[src/rtl/sgdb_pkg.sv]
// Shared types, constants and helpers of the scatter-gather descriptor builder.
// No dependencies; the interfaces, the register block and the top level use this package.
package sgdb_pkg;

	// Sizing of the descriptor chain
	localparam int MAX_PAGES   = 32;
	localparam int PAGE_BYTES  = 4096;
	localparam int DESC_BYTES  = 16;
	localparam int TABLE_DEPTH = MAX_PAGES + 2;

	localparam int PAGE_W     = $clog2(PAGE_BYTES);
	localparam int DESC_SHIFT = $clog2(DESC_BYTES);
	localparam int IDX_W      = $clog2(TABLE_DEPTH);

	// Field widths
	localparam int ADDR_W  = 32;
	localparam int LEN_W   = 24;
	localparam int CNT_W   = 13;
	localparam int LIMIT_W = 6;
	localparam int MLEN_W  = 18;
	localparam int RES_W   = 6;

	// Configuration port
	localparam int PDATA_W = 32;
	localparam int PADDR_W = 4;

	localparam logic [1:0] ALIGN_MASK = 2'h3;

	// Configuration register indexes
	typedef enum logic [1:0] {
		REG_DESC_BASE,
		REG_PAGE_LIMIT,
		REG_EXTRA_TERM
	} reg_idx_t;

	// Request kinds
	typedef enum logic {
		KIND_MAP,
		KIND_ADVANCE
	} kind_t;

	typedef struct packed {
		logic [ADDR_W-1:0]  desc_base;
		logic [LIMIT_W-1:0] page_limit;
		logic               extra_term;
	} cfg_t;

	// One stored descriptor
	typedef struct packed {
		logic [ADDR_W-1:0] addr;
		logic [CNT_W-1:0]  count;
		logic              term;
	} entry_t;

	localparam int ENTRY_W = $bits(entry_t);

	typedef enum logic [3:0] {
		ST_IDLE,
		ST_MAP,
		ST_TERM,
		ST_ZERO,
		ST_MISALIGN,
		ST_ADV_RD1,
		ST_ADV_SUB,
		ST_ADV_SKIP,
		ST_ADV_TCHK,
		ST_ADV_TRIM,
		ST_ADV_FIN,
		ST_ADV_LOAD,
		ST_ADV_EMIT
	} state_t;

	// Address of the descriptor that follows table entry idx
	function automatic logic [ADDR_W-1:0] desc_next(input logic [ADDR_W-1:0] base,
			input logic [IDX_W-1:0] idx);
		logic [ADDR_W-1:0] succ;
		succ = ADDR_W'(idx) + ADDR_W'(1);
		return base + (succ << DESC_SHIFT);
	endfunction

endpackage

[src/rtl/sgdb_req_if.sv]
// Request channel of the descriptor builder: valid/ready plus one request item.
// Depends on sgdb_pkg for field widths.
interface sgdb_req_if;
	logic                         valid;
	logic                         ready;
	logic                         kind;
	logic [sgdb_pkg::ADDR_W-1:0]  buffer_address;
	logic [sgdb_pkg::LEN_W-1:0]   request_length;
	logic [sgdb_pkg::LEN_W-1:0]   bytes_moved;

	modport source (output valid, kind, buffer_address, request_length, bytes_moved,
		input ready);
	modport sink (input valid, kind, buffer_address, request_length, bytes_moved,
		output ready);
endinterface

[src/rtl/sgdb_desc_if.sv]
// Result channel of the descriptor builder: valid/ready plus one descriptor item.
// Depends on sgdb_pkg for field widths.
interface sgdb_desc_if;
	logic                         valid;
	logic                         ready;
	logic [sgdb_pkg::ADDR_W-1:0]  desc_address;
	logic [sgdb_pkg::CNT_W-1:0]   desc_count;
	logic [sgdb_pkg::ADDR_W-1:0]  desc_next;
	logic                         desc_end;
	logic [sgdb_pkg::RES_W-1:0]   resume_index;
	logic [sgdb_pkg::MLEN_W-1:0]  mapped_length;
	logic                         last;

	modport source (output valid, desc_address, desc_count, desc_next, desc_end,
		resume_index, mapped_length, last, input ready);
	modport sink (input valid, desc_address, desc_count, desc_next, desc_end,
		resume_index, mapped_length, last, output ready);
endinterface

[src/rtl/sgdb_ram.sv]
// Generic single-write, single-read RAM with a registered read port.
// No dependencies.
module sgdb_ram #(
	parameter int WIDTH = 8,
	parameter int DEPTH = 16
) (
	input  logic                     clk,
	input  logic                     we,
	input  logic [$clog2(DEPTH)-1:0] waddr,
	input  logic [WIDTH-1:0]         wdata,
	input  logic                     re,
	input  logic [$clog2(DEPTH)-1:0] raddr,
	output logic [WIDTH-1:0]         rdata
);
	logic [WIDTH-1:0] mem [DEPTH];

	// Write and registered read
	always_ff @(posedge clk) begin
		if (we) begin
			mem[waddr] <= wdata;
		end
		if (re) begin
			rdata <= mem[raddr];
		end
	end
endmodule

[src/rtl/sgdb_apb_regs.sv]
// APB configuration registers of the descriptor builder: base, page limit, terminator mode.
// Depends on sgdb_pkg for the register indexes and the cfg_t struct.
module sgdb_apb_regs (
	input  logic                          clk,
	input  logic                          arst_n,
	input  logic                          psel,
	input  logic                          penable,
	input  logic                          pwrite,
	input  logic [sgdb_pkg::PADDR_W-1:0]  paddr,
	input  logic [sgdb_pkg::PDATA_W-1:0]  pwdata,
	output logic [sgdb_pkg::PDATA_W-1:0]  prdata,
	output logic                          pready,
	output sgdb_pkg::cfg_t                cfg
);
	import sgdb_pkg::*;

	cfg_t     cfg_q;
	reg_idx_t idx;
	logic     wr_en;

	assign pready = 1'b1;
	assign idx    = reg_idx_t'(paddr[PADDR_W-1:2]);
	assign wr_en  = psel && penable && pwrite && pready;
	assign cfg    = cfg_q;

	// Write registers
	always_ff @(posedge clk or negedge arst_n) begin
		if (!arst_n) begin
			cfg_q.desc_base  <= '0;
			cfg_q.page_limit <= LIMIT_W'(MAX_PAGES);
			cfg_q.extra_term <= 1'b1;
		end else if (wr_en) begin
			unique case (idx)
				REG_DESC_BASE:  cfg_q.desc_base  <= pwdata[ADDR_W-1:0];
				REG_PAGE_LIMIT: cfg_q.page_limit <= pwdata[LIMIT_W-1:0];
				REG_EXTRA_TERM: cfg_q.extra_term <= pwdata[0];
				default: ;
			endcase
		end
	end

	// Read back
	always_comb begin
		unique case (idx)
			REG_DESC_BASE:  prdata = PDATA_W'(cfg_q.desc_base);
			REG_PAGE_LIMIT: prdata = PDATA_W'(cfg_q.page_limit);
			REG_EXTRA_TERM: prdata = PDATA_W'(cfg_q.extra_term);
			default:        prdata = '0;
		endcase
	end
endmodule

[src/rtl/sg_dma_descriptor_builder_unit.sv]
// Scatter-gather descriptor builder top level: sequencer, descriptor table, output register.
// Depends on sgdb_pkg, sgdb_req_if, sgdb_desc_if, sgdb_ram and sgdb_apb_regs.
//
// A map request splits a buffer at page boundaries into descriptors, stores each one in
// a 34-entry table RAM and sends it out, one descriptor per cycle while the sink keeps
// ready high; with the terminator mode on, a zero-count end descriptor follows. A map
// item gives up to page limit + 1 results, and the next item is accepted as soon as the
// last result sits in the output register. A misaligned or zero-length map gives a
// single result. An advance request walks the table through the single RAM read port,
// one read per step; it trims the partly sent descriptor in place and returns the entry
// at the new resume index. The table needs no clearing after reset: only entries
// written by the latest map are ever used.
module sg_dma_descriptor_builder_unit (
	input  logic                          clk,
	input  logic                          arst_n,
	sgdb_req_if.sink                      req,
	sgdb_desc_if.source                   desc,
	input  logic                          psel,
	input  logic                          penable,
	input  logic                          pwrite,
	input  logic [sgdb_pkg::PADDR_W-1:0]  paddr,
	input  logic [sgdb_pkg::PDATA_W-1:0]  pwdata,
	output logic [sgdb_pkg::PDATA_W-1:0]  prdata,
	output logic                          pready
);
	import sgdb_pkg::*;

	cfg_t   cfg;
	state_t state_q, state_nxt;

	// Control state
	logic                 out_valid_q;
	logic [IDX_W-1:0]     resume_q;
	logic [IDX_W-1:0]     chain_q;

	// Work registers
	logic [ADDR_W-1:0]    p_q;
	logic [LEN_W-1:0]     rem_q;
	logic [MLEN_W-1:0]    sum_q;
	logic [IDX_W-1:0]     k_q;
	logic [LIMIT_W-1:0]   lim_q;
	logic [LEN_W-1:0]     x_q;
	logic [IDX_W-1:0]     r_q;
	entry_t               e_q;

	// Output register
	logic [ADDR_W-1:0]    o_addr_q;
	logic [CNT_W-1:0]     o_cnt_q;
	logic [ADDR_W-1:0]    o_next_q;
	logic                 o_end_q;
	logic [RES_W-1:0]     o_res_q;
	logic [MLEN_W-1:0]    o_mlen_q;
	logic                 o_last_q;

	// RAM port
	logic                 ram_we, ram_re;
	logic [IDX_W-1:0]     ram_waddr;
	entry_t               ram_wdata, ram_rdata;

	// Step values
	logic                 accept, out_free;
	logic [LIMIT_W-1:0]   lim;
	logic [IDX_W-1:0]     r_start;
	logic [CNT_W-1:0]     room, chunk;
	logic                 fin;
	logic [CNT_W:0]       r_sum;
	logic [IDX_W-1:0]     r_sat;
	logic [CNT_W-1:0]     off, trim;
	entry_t               trimmed;

	// Output load
	logic                 o_load;
	logic [ADDR_W-1:0]    o_addr, o_next;
	logic [CNT_W-1:0]     o_cnt;
	logic                 o_end, o_last;
	logic [RES_W-1:0]     o_res;
	logic [MLEN_W-1:0]    o_mlen;

	sgdb_apb_regs u_regs (
		.clk     (clk),
		.arst_n  (arst_n),
		.psel    (psel),
		.penable (penable),
		.pwrite  (pwrite),
		.paddr   (paddr),
		.pwdata  (pwdata),
		.prdata  (prdata),
		.pready  (pready),
		.cfg     (cfg)
	);

	sgdb_ram #(
		.WIDTH (ENTRY_W),
		.DEPTH (TABLE_DEPTH)
	) u_table (
		.clk   (clk),
		.we    (ram_we),
		.waddr (ram_waddr),
		.wdata (ram_wdata),
		.re    (ram_re),
		.raddr (r_q),
		.rdata (ram_rdata)
	);

	assign accept   = req.valid && req.ready;
	assign out_free = !out_valid_q || desc.ready;

	// Clamp the page limit into 1..MAX_PAGES
	always_comb begin
		if (cfg.page_limit == '0) begin
			lim = LIMIT_W'(1);
		end else if (cfg.page_limit > LIMIT_W'(MAX_PAGES)) begin
			lim = LIMIT_W'(MAX_PAGES);
		end else begin
			lim = cfg.page_limit;
		end
	end

	assign r_start = (resume_q > chain_q) ? chain_q : resume_q;

	// Next descriptor of a map: stop at the page end or at the end of the buffer; the chain also ends at the page limit
	assign room  = CNT_W'(PAGE_BYTES) - CNT_W'(p_q[PAGE_W-1:0]);
	assign chunk = (rem_q < LEN_W'(room)) ? rem_q[CNT_W-1:0] : room;
	assign fin   = (rem_q == LEN_W'(chunk)) || (LIMIT_W'(k_q) + LIMIT_W'(1) == lim_q);

	// Skip whole pages of an advance, saturated at the chain length
	assign r_sum = (CNT_W+1)'(r_q) + (CNT_W+1)'(x_q[LEN_W-1:PAGE_W]);
	assign r_sat = (r_sum > (CNT_W+1)'(chain_q)) ? chain_q : r_sum[IDX_W-1:0];

	// Trim the partly sent descriptor
	assign off             = CNT_W'(x_q[PAGE_W-1:0]);
	assign trim            = (off > ram_rdata.count) ? ram_rdata.count : off;
	assign trimmed.addr    = ram_rdata.addr + ADDR_W'(trim);
	assign trimmed.count   = ram_rdata.count - trim;
	assign trimmed.term    = ram_rdata.term;

	// Next state
	always_comb begin
		state_nxt = state_q;
		unique case (state_q)
			ST_IDLE: begin
				if (accept) begin
					if (req.kind == KIND_ADVANCE) begin
						if (req.bytes_moved == '0 || r_start >= chain_q) begin
							state_nxt = ST_ADV_FIN;
						end else begin
							state_nxt = ST_ADV_RD1;
						end
					end else if ((req.buffer_address[1:0] & ALIGN_MASK) != '0) begin
						state_nxt = ST_MISALIGN;
					end else if (req.request_length == '0) begin
						state_nxt = ST_ZERO;
					end else begin
						state_nxt = ST_MAP;
					end
				end
			end
			ST_MAP: begin
				if (out_free && fin) begin
					state_nxt = cfg.extra_term ? ST_TERM : ST_IDLE;
				end
			end
			ST_TERM, ST_ZERO, ST_MISALIGN, ST_ADV_EMIT: begin
				if (out_free) begin
					state_nxt = ST_IDLE;
				end
			end
			ST_ADV_RD1:  state_nxt = ST_ADV_SUB;
			ST_ADV_SUB:  state_nxt = ST_ADV_SKIP;
			ST_ADV_SKIP: state_nxt = (x_q == '0) ? ST_ADV_FIN : ST_ADV_TCHK;
			ST_ADV_TCHK: state_nxt = (r_q < chain_q) ? ST_ADV_TRIM : ST_ADV_FIN;
			ST_ADV_TRIM: state_nxt = ST_ADV_EMIT;
			ST_ADV_FIN:  state_nxt = (r_q < chain_q) ? ST_ADV_LOAD : ST_ADV_EMIT;
			ST_ADV_LOAD: state_nxt = ST_ADV_EMIT;
			default:     state_nxt = ST_IDLE;
		endcase
	end

	// Outputs of the sequencer: handshake, RAM access, output register load
	always_comb begin
		req.ready = 1'b0;
		ram_we    = 1'b0;
		ram_re    = 1'b0;
		ram_waddr = k_q;
		ram_wdata = '0;
		o_load    = 1'b0;
		o_addr    = '0;
		o_cnt     = '0;
		o_next    = desc_next(cfg.desc_base, k_q);
		o_end     = 1'b1;
		o_res     = '0;
		o_mlen    = '0;
		o_last    = 1'b1;
		unique case (state_q)
			ST_IDLE: begin
				req.ready = 1'b1;
			end
			ST_MAP: begin
				if (out_free) begin
					ram_we          = 1'b1;
					ram_wdata.addr  = p_q;
					ram_wdata.count = chunk;
					ram_wdata.term  = fin && !cfg.extra_term;
					o_load          = 1'b1;
					o_addr          = p_q;
					o_cnt           = chunk;
					o_end           = fin && !cfg.extra_term;
					o_last          = fin && !cfg.extra_term;
					o_mlen          = o_last ? (sum_q + MLEN_W'(chunk)) : '0;
				end
			end
			ST_TERM: begin
				if (out_free) begin
					ram_we         = 1'b1;
					ram_wdata.term = 1'b1;
					o_load         = 1'b1;
					o_mlen         = sum_q;
				end
			end
			ST_ZERO: begin
				if (out_free) begin
					ram_we         = 1'b1;
					ram_waddr      = '0;
					ram_wdata.term = 1'b1;
					o_load         = 1'b1;
					o_next         = desc_next(cfg.desc_base, '0);
				end
			end
			ST_MISALIGN: begin
				if (out_free) begin
					o_load = 1'b1;
					o_next = '0;
					o_end  = 1'b0;
					o_res  = RES_W'(resume_q);
				end
			end
			ST_ADV_RD1, ST_ADV_TCHK, ST_ADV_FIN: begin
				ram_re = 1'b1;
			end
			ST_ADV_TRIM: begin
				ram_we    = 1'b1;
				ram_waddr = r_q;
				ram_wdata = trimmed;
			end
			ST_ADV_EMIT: begin
				if (out_free) begin
					o_load = 1'b1;
					o_addr = e_q.addr;
					o_cnt  = e_q.count;
					o_end  = e_q.term;
					o_next = desc_next(cfg.desc_base, r_q);
					o_res  = RES_W'(r_q);
				end
			end
			default: ;
		endcase
	end

	// Sequencer and control state
	always_ff @(posedge clk or negedge arst_n) begin
		if (!arst_n) begin
			state_q     <= ST_IDLE;
			out_valid_q <= 1'b0;
			resume_q    <= '0;
			chain_q     <= '0;
		end else begin
			state_q <= state_nxt;
			if (o_load) begin
				out_valid_q <= 1'b1;
			end else if (desc.ready) begin
				out_valid_q <= 1'b0;
			end
			// Restart the resume point on any aligned map
			if (accept && req.kind == KIND_MAP &&
					(req.buffer_address[1:0] & ALIGN_MASK) == '0) begin
				resume_q <= '0;
			end
			if (state_q == ST_ADV_EMIT && out_free) begin
				resume_q <= r_q;
			end
			// Record the chain length when its last entry is written
			if (state_q == ST_ZERO && out_free) begin
				chain_q <= IDX_W'(1);
			end
			if (state_q == ST_MAP && out_free && fin && !cfg.extra_term) begin
				chain_q <= k_q + IDX_W'(1);
			end
			if (state_q == ST_TERM && out_free) begin
				chain_q <= k_q + IDX_W'(1);
			end
		end
	end

	// Work registers
	always_ff @(posedge clk) begin
		if (accept) begin
			p_q   <= req.buffer_address;
			rem_q <= req.request_length;
			sum_q <= '0;
			k_q   <= '0;
			lim_q <= lim;
			x_q   <= req.bytes_moved;
			r_q   <= r_start;
		end
		unique case (state_q)
			ST_MAP: begin
				if (out_free) begin
					p_q   <= p_q + ADDR_W'(chunk);
					rem_q <= rem_q - LEN_W'(chunk);
					sum_q <= sum_q + MLEN_W'(chunk);
					k_q   <= k_q + IDX_W'(1);
				end
			end
			ST_ADV_SUB: begin
				// Consume the descriptor at the resume point when fully moved
				if (x_q >= LEN_W'(ram_rdata.count)) begin
					x_q <= x_q - LEN_W'(ram_rdata.count);
					r_q <= r_q + IDX_W'(1);
				end
			end
			ST_ADV_SKIP: begin
				if (x_q != '0) begin
					r_q <= r_sat;
				end
			end
			ST_ADV_TRIM: begin
				e_q <= trimmed;
			end
			ST_ADV_FIN: begin
				if (r_q >= chain_q) begin
					e_q.addr  <= '0;
					e_q.count <= '0;
					e_q.term  <= 1'b1;
				end
			end
			ST_ADV_LOAD: begin
				e_q <= ram_rdata;
			end
			default: ;
		endcase
	end

	// Output register payload
	always_ff @(posedge clk) begin
		if (o_load) begin
			o_addr_q <= o_addr;
			o_cnt_q  <= o_cnt;
			o_next_q <= o_next;
			o_end_q  <= o_end;
			o_res_q  <= o_res;
			o_mlen_q <= o_mlen;
			o_last_q <= o_last;
		end
	end

	assign desc.valid         = out_valid_q;
	assign desc.desc_address  = o_addr_q;
	assign desc.desc_count    = o_cnt_q;
	assign desc.desc_next     = o_next_q;
	assign desc.desc_end      = o_end_q;
	assign desc.resume_index  = o_res_q;
	assign desc.mapped_length = o_mlen_q;
	assign desc.last          = o_last_q;
endmodule
[src/flat_wrapper.sv]
// flat-port wrapper written by rule: the top's interface ports become plain ports
module sg_dma_descriptor_builder_unit_flat import sgdb_pkg::*;
  (clk, arst_n, psel, penable, pwrite, paddr, pwdata, prdata, pready, req_valid, req_kind, req_buffer_address, req_request_length, req_bytes_moved, req_ready, desc_valid, desc_desc_address, desc_desc_count, desc_desc_next, desc_desc_end, desc_resume_index, desc_mapped_length, desc_last, desc_ready);
  sgdb_req_if req_i ();
  sgdb_desc_if desc_i ();
  input  logic clk;
  input  logic arst_n;
  input  logic psel;
  input  logic penable;
  input  logic pwrite;
  input  logic [sgdb_pkg::PADDR_W-1:0] paddr;
  input  logic [sgdb_pkg::PDATA_W-1:0] pwdata;
  output logic [sgdb_pkg::PDATA_W-1:0] prdata;
  output logic pready;
  input wire logic [$bits(req_i.valid)-1:0] req_valid;
  input wire logic [$bits(req_i.kind)-1:0] req_kind;
  input wire logic [$bits(req_i.buffer_address)-1:0] req_buffer_address;
  input wire logic [$bits(req_i.request_length)-1:0] req_request_length;
  input wire logic [$bits(req_i.bytes_moved)-1:0] req_bytes_moved;
  output wire logic [$bits(req_i.ready)-1:0] req_ready;
  output wire logic [$bits(desc_i.valid)-1:0] desc_valid;
  output wire logic [$bits(desc_i.desc_address)-1:0] desc_desc_address;
  output wire logic [$bits(desc_i.desc_count)-1:0] desc_desc_count;
  output wire logic [$bits(desc_i.desc_next)-1:0] desc_desc_next;
  output wire logic [$bits(desc_i.desc_end)-1:0] desc_desc_end;
  output wire logic [$bits(desc_i.resume_index)-1:0] desc_resume_index;
  output wire logic [$bits(desc_i.mapped_length)-1:0] desc_mapped_length;
  output wire logic [$bits(desc_i.last)-1:0] desc_last;
  input wire logic [$bits(desc_i.ready)-1:0] desc_ready;
  assign req_i.valid = req_valid;
  assign req_i.kind = req_kind;
  assign req_i.buffer_address = req_buffer_address;
  assign req_i.request_length = req_request_length;
  assign req_i.bytes_moved = req_bytes_moved;
  assign req_ready = req_i.ready;
  assign desc_valid = desc_i.valid;
  assign desc_desc_address = desc_i.desc_address;
  assign desc_desc_count = desc_i.desc_count;
  assign desc_desc_next = desc_i.desc_next;
  assign desc_desc_end = desc_i.desc_end;
  assign desc_resume_index = desc_i.resume_index;
  assign desc_mapped_length = desc_i.mapped_length;
  assign desc_last = desc_i.last;
  assign desc_i.ready = desc_ready;
  sg_dma_descriptor_builder_unit u_core (.clk(clk), .arst_n(arst_n), .req(req_i), .desc(desc_i), .psel(psel), .penable(penable), .pwrite(pwrite), .paddr(paddr), .pwdata(pwdata), .prdata(prdata), .pready(pready));
endmodule
[config.mk]
export PLATFORM = sky130hd
export DESIGN_NAME = sg_dma_descriptor_builder_unit_flat
export DESIGN_NICKNAME = d
export VERILOG_FILES = /design/src/rtl/sgdb_pkg.sv /design/src/rtl/sgdb_req_if.sv /design/src/rtl/sgdb_desc_if.sv /design/src/rtl/sgdb_ram.sv /design/src/rtl/sgdb_apb_regs.sv /design/src/rtl/sg_dma_descriptor_builder_unit.sv /design/src/flat_wrapper.sv
export SDC_FILE = /design/constraint.sdc
export NUM_CORES = 2
export LEC_CHECK = 0
export BUFFER_PORTS_ARGS = -buffer_cell sky130_fd_sc_hd__buf_2
export CORE_UTILIZATION = 60
export CTS_CLUSTER_SIZE = 16
export DETAILED_ROUTE_END_ITERATION = 8
export PLACE_DENSITY = 0.81
export SYNTH_ARGS = -nofsm -noshare
export SYNTH_HDL_FRONTEND = slang
export SYNTH_HIERARCHICAL = 1
export SYNTH_SLANG_ARGS = --single-unit
[constraint.sdc]
create_clock -name clk -period 13.95 [get_ports clk]
set_clock_uncertainty 0.15 [all_clocks]
set_input_delay 2.79 -clock clk [delete_from_list [all_inputs] [get_ports clk]]
set_output_delay 2.79 -clock clk [all_outputs]
set_load 0.005 [all_outputs]
# --- Word level (Yosys, flattened, before mapping) ---
# Memories as Yosys holds them, arrays and structs flattened. A register that Yosys moved wholly into a read port is not among the register bits.
# Index checks and enable logic that the tools add are counted.
op_classes:
  n_addsub: 15
  magnitude_cmp: 9
  eq_ne: 20
  n_mux: 79
  bitwise: 1
  n_reduce_logical: 43
ops:
  columns: ["operator", "n"]
  rows:
  - ["$mux W32", 8]
  - ["$pmux W32 S3", 2]
  - ["$mux W24", 6]
  - ["$pmux W46 S3", 1]
  - ["$mux W18", 6]
  - ["$mux W6", 17]
  - ["$mux W46", 2]
  - ["$pmux W45 S2", 1]
  - ["$logic_not A24 Y1", 3]
  - ["$add A32 B13 Y32", 2]
  - ["$add A32 B32 Y32", 2]
  - ["$pmux W32 S2", 1]
  - ["$mux W13", 4]
  - ["$sub A24 B13 Y24", 2]
  - ["$pmux W18 S2", 1]
  - ["$pmux W4 S9", 1]
  - ["$pmux W6 S2", 3]
  - ["$add A32 B5 Y32 const B", 1]
  - ["$pmux W13 S2", 1]
  - ["$eq A24 B13 Y1", 1]
  - ["$ge A24 B13 Y1", 1]
  - ["$lt A24 B13 Y1", 1]
  - ["$mux W4", 6]
  - ["$reduce_bool A24 Y1", 1]
  - ["other kinds (40)", 93]
totals:
  register_bits: 321
  ramBits: 1564
  in_bits: 124
  out_inout_bits: 138
  mem_count: 1
memory_table:
  columns: ["name", "words", "word_bits", "rd", "rd_ports_with_merged_regs", "write_ports", "line", "rtl"]
  rows:
  - ["u_core.u_table.mem", 34, 46, 1, 1, 1, "sgdb_ram.sv:15", "logic [WIDTH-1:0] mem [DEPTH];"]

# --- Longest topological paths before layout ---
depth:
  word_depth: 9
  ltp_mapped: 28
  depth_no_buf: 26

# --- Hierarchy ---
# The synthesis kept the hierarchy.
modules_own_cells:
  columns: ["mod", "n_inst", "cells_per_inst", "area_each_um2", "seq_area_each_um2"]
  rows:
  - ["sgdb_ram", 1, 3246, 62543.7, 48346.4]
  - ["sg_dma_descriptor_builder_unit", 1, 2373, 20409.6, 7282.0]
  - ["sgdb_apb_regs", 1, 131, 1796.7, 978.4]

# --- Worst setup path before layout ---
# No wires, ideal clock.
synth_path:
  path_type: "input to register"
  from: "in desc_ready"
  to: "reg u_core.o_addr_q[0] (netlist: u_core/desc.desc_address[0]), enable pin"
  setup_time_ps: 566
  arrival_time_ps: 7275
  required_ps: 13234
  slack_ps: 5959
  stages: 3
  n_path_buf: 1
  path_cell_list: "nor2b_1 -> buf_2 -> nor2_1"
synth_via:
  elab_chain_len: 3
synth_lines:
  columns: ["item", "line", "rtl"]
  rows:
  - ["from (decl)", "flat_wrapper.sv:29", "input wire logic [$bits(desc_i.ready)-1:0] desc_ready;"]
  - ["$logic_or A1 B1 Y1", "sg_dma_descriptor_builder_unit.sv:106", "assign out_free = !out_valid_q || desc.ready;"]
  - ["$mux W1 (2 in a row)", null, null]
  - ["via u_core.o_load", "sg_dma_descriptor_builder_unit.sv:72", "logic o_load;"]
  - ["to (signal assigned)", "sg_dma_descriptor_builder_unit.sv:346", "o_addr_q <= o_addr;"]
  - ["to (decl)", "sg_dma_descriptor_builder_unit.sv:47", "logic [ADDR_W-1:0] o_addr_q;"]
# The timed path passes the listed nets, and every way through them passes these cells.
# A chain may end at the register's enable or synchronous reset.

==> summary.md <==
| Metric | Value |
|---|---|
| Initial Utilization | 60.6% |
| YS warnings | 6 |
| Setup TNS | 0 ns |
| Worst hold start | u_core/x_q[22] |
| Tightest hold margin | 0.325 ns |
| Die Ht | 378 um |
| Post-Syn Area | 84800 um2 |
| Max-cap violations | 0 |
| Non-filler cells in the finished layout | 8019 |
| CTS tree | built |
| Placed Cells | 7675 |
| Status | complete, no violations |
| CP max-delay cell | nand2_1 |
| Die Area | 143000 um2 |
| Slew headroom | 9.28% |
| Port Buffers | 258 |
| FMAX | 0.126 GHz |
| Avg Cell Area, Syn | 14.7 um2 |
| Iter 0 DRT Violations | 7255 |
| Placed Area | 88100 um2 |
| Peak VDD IR | 0.189 mV |
| Pin count of the biggest net entering global routing | 145 |
| CP Launch Point | u_core/p_q[2] |
| Cells after synthesis | 5750 |
| Total global-route track usage | 32.0% |
| DR vias | 54036 |
| Post-DP HPWL | 129 mm |
| Critical path required time | 14.27 ns |
| Tcrit/Tclk final | 56.8% |
| Depth of the CTS H-tree | 4 |
| Clk_lat worst skew | 0.84 ns |
| CP Max Fanout | 34 |
| CP peak stage delay | 0.80 ns |
| Worst Setup End Kind | register |
| Width of the die | 378 um |
| Leakage | 34.2 nW |
| Layout Area Growth over Synthesis | 11.3% |
| Top FF cell, synth | edfxtp_1 |
| Routed Antenna Nets | 0 |
| RSZ-0062 raised after global routing | false |
| Initial antenna violation count | 11 |
| Commonest non-fill, non-tap cell in the layout | edfxtp_1 |
| GPL Wtd Cong | 0.955 |
| Fraction of layout cells with a size suffix above 1 | 15.4% |
| Distinct cell type count after synthesis | 95 |
| Ys async rst share | 2.90% |
| GR Overflow Total | 0 |
| # clock sinks | 1931 |
| Seq/Total Area, Yosys | 66.8% |
| 1st-pass router iterations | 6 |
| Root buffer cell | clkbuf_16 |
| Via-to-Cell Ratio | 6.74 |
| Most frequent cells in the layout | edfxtp_1 (1765), mux2i_1 (778), nand2_1 (330) |
| Post-CTS Resized | 0 |
| EDFF count, synth | 1765 |
| PwrDens | 221 nW/um2 |
| Number of global-route vias before repair | 51626 |
| Syn nets | 6020 |
| Element type at the critical path start | register |
| Fill cells | 9131 |
| Drc violations | 0 |
| Cts hold-fix bufs | 0 |
| Final critical-path required period | 7.92 ns |
| Post-Layout Inst Area | 94300 um2 |
| Final setup violation count | 0 |
| Critical path arrival | 8.24 ns |
| #FFs+latches synth | 1931 |
| Std-Cell Rows | 137 |
| Max Buffers Root-to-Sink | 3 |
| Final nets | 6255 |
| Core ar. | 140000 um2 |
| Clock-pin slew on the worst setup and hold paths | 0.06 ns |
| Fin. max-slew vios | 0 |
| Routed len/inst | 28.8 um |
| Worst slew pin tran | 1.36 ns |
| Reg2reg start | u_core/p_q[2] |
| Power Total | 20.9 mW |
| Final Hold Viols | 0 |
| Critical path class | reg2reg |
| Routed wire length | 231 mm |
| Io pins | 262 |
| Post-CTS Setup Bufs | 0 |
| First-pass GRT wire length | 332 mm |
| TritonCTS Buffers | 184 |
| Worst min-delay path class | reg2reg |
final cells by class:
type,instances,area [um2],share of cell area [%]
Tap cell,1876,2350,2.49
Clock inverter,111,1210,1.28
Clock buffer,232,4970,5.27
Sequential cell,1931,56600,60.0
Inverter,108,405,0.430
Timing Repair Buffer,371,2200,2.33
Multi-Input combinational cell,3389,26600,28.2
Antenna cell,1,2.50,0.00265
final timing paths:
kind / to / slack, ns / depth (start not counted)
setup reg to reg: u_core/u_table/mem[0][0] / 6.03 / 25
min in group asynchronous: u_core/u_regs/cfg[18] / 1.97 / 2
max in group asynchronous: u_core/u_regs/cfg[32] / 11.16 / 2
setup / recovery: u_core/u_table/mem[0][0] / 6.03 / 25
hold / removal: u_core/x_q[22] / 0.32 / 2
hold reg to reg: u_core/x_q[22] / 0.32 / 2
cell usage after synthesis (46+ instances only):
master    number  share of area (%)
o22ai_1       79               0.58
nor3_1        55               0.32
a31oi_1       56               0.41
xnor2_1       73               0.75
mux2_2       100                1.3
edfxtp_1    1765                 63
a221oi_1      58               0.60
nand3_1       72               0.43
dfxtp_1      110                2.6
inv_1        107               0.47
buf_2         56               0.33
o41ai_2       46               0.88
nand2_1      333                1.5
a21o_1        51               0.45
o21ai_0      154               0.91
clkbuf_1     175               0.78
a21oi_1      247                1.5
a22oi_1      188                1.7
nor2_1       241                1.1
a22o_1       171                1.8
dfrtp_1       54                1.6
ha_1         137                2.0
mux2i_1      778                9.2
metrics by stage:
step / utilization, % / setup WS, ns
after global placement: 63.0 / 6.29
after global routing: 67.4 / 5.65
after detailed placement: 63.0 / 6.29
after CTS: 67.4 / 6.16
final: 67.4 / 6.03
after floorplan: - / 5.96
power by group:
part | internal (mW) | switching (mW)
Combinational | 2.89 | 4.73
Clock | 2.97 | 2.14
Sequential | 7.60 | 0.529
cell families (layout without fill, tap and decap cells):
group	after synthesis	in the layout	share of synthesized area, %
flops	1931	1931	66.8
compound gates	1294	1294	11.5
simple gates	948	948	5.25
mux	880	880	10.5
buf+inv	430	822	2.44
fa+ha+maj	146	146	2.24
xor+xnor	119	119	1.26
other cells	2	3	0.00886
state kept, by name, summed over array words and instances, names as in the netlist, 13 cells and up:
| signal | cells |
|---|---|
| u_core/u_table/rdata | 46 |
| u_core/x_q | 24 |
| u_core/desc.desc_count | 13 |
| u_core/p_q | 32 |
| u_core/u_table/mem | 1564 |
| u_core/e_q | 46 |
| u_core/u_regs/cfg | 39 |
| u_core/desc.desc_address | 32 |
| u_core/rem_q | 24 |
| u_core/desc.desc_next | 32 |
| u_core/sum_q | 18 |
| u_core/desc.mapped_length | 18 |
layer usage:
layer	GRT usage (%)	routed length (um)	vias up
li1	-	-	23106
met1	41.5	84500	26817
met2	51.2	109000	3427
met3	7.07	25800	676
met4	15.4	11900	10
met5	0	71	-
worst max-delay path: cells and delay by family, from the launching register on:
kind                       cells  cell delay (ns)
adders and majority gates      2             0.66
AOI/OAI and AO/OA              7             1.98
buffers and inverters          3             0.58
xor gates and xnor gates       1             0.18
and+or+nand+nor               12             3.50
DFF                            1             0.49
Power figures use the tool's default switching activity.
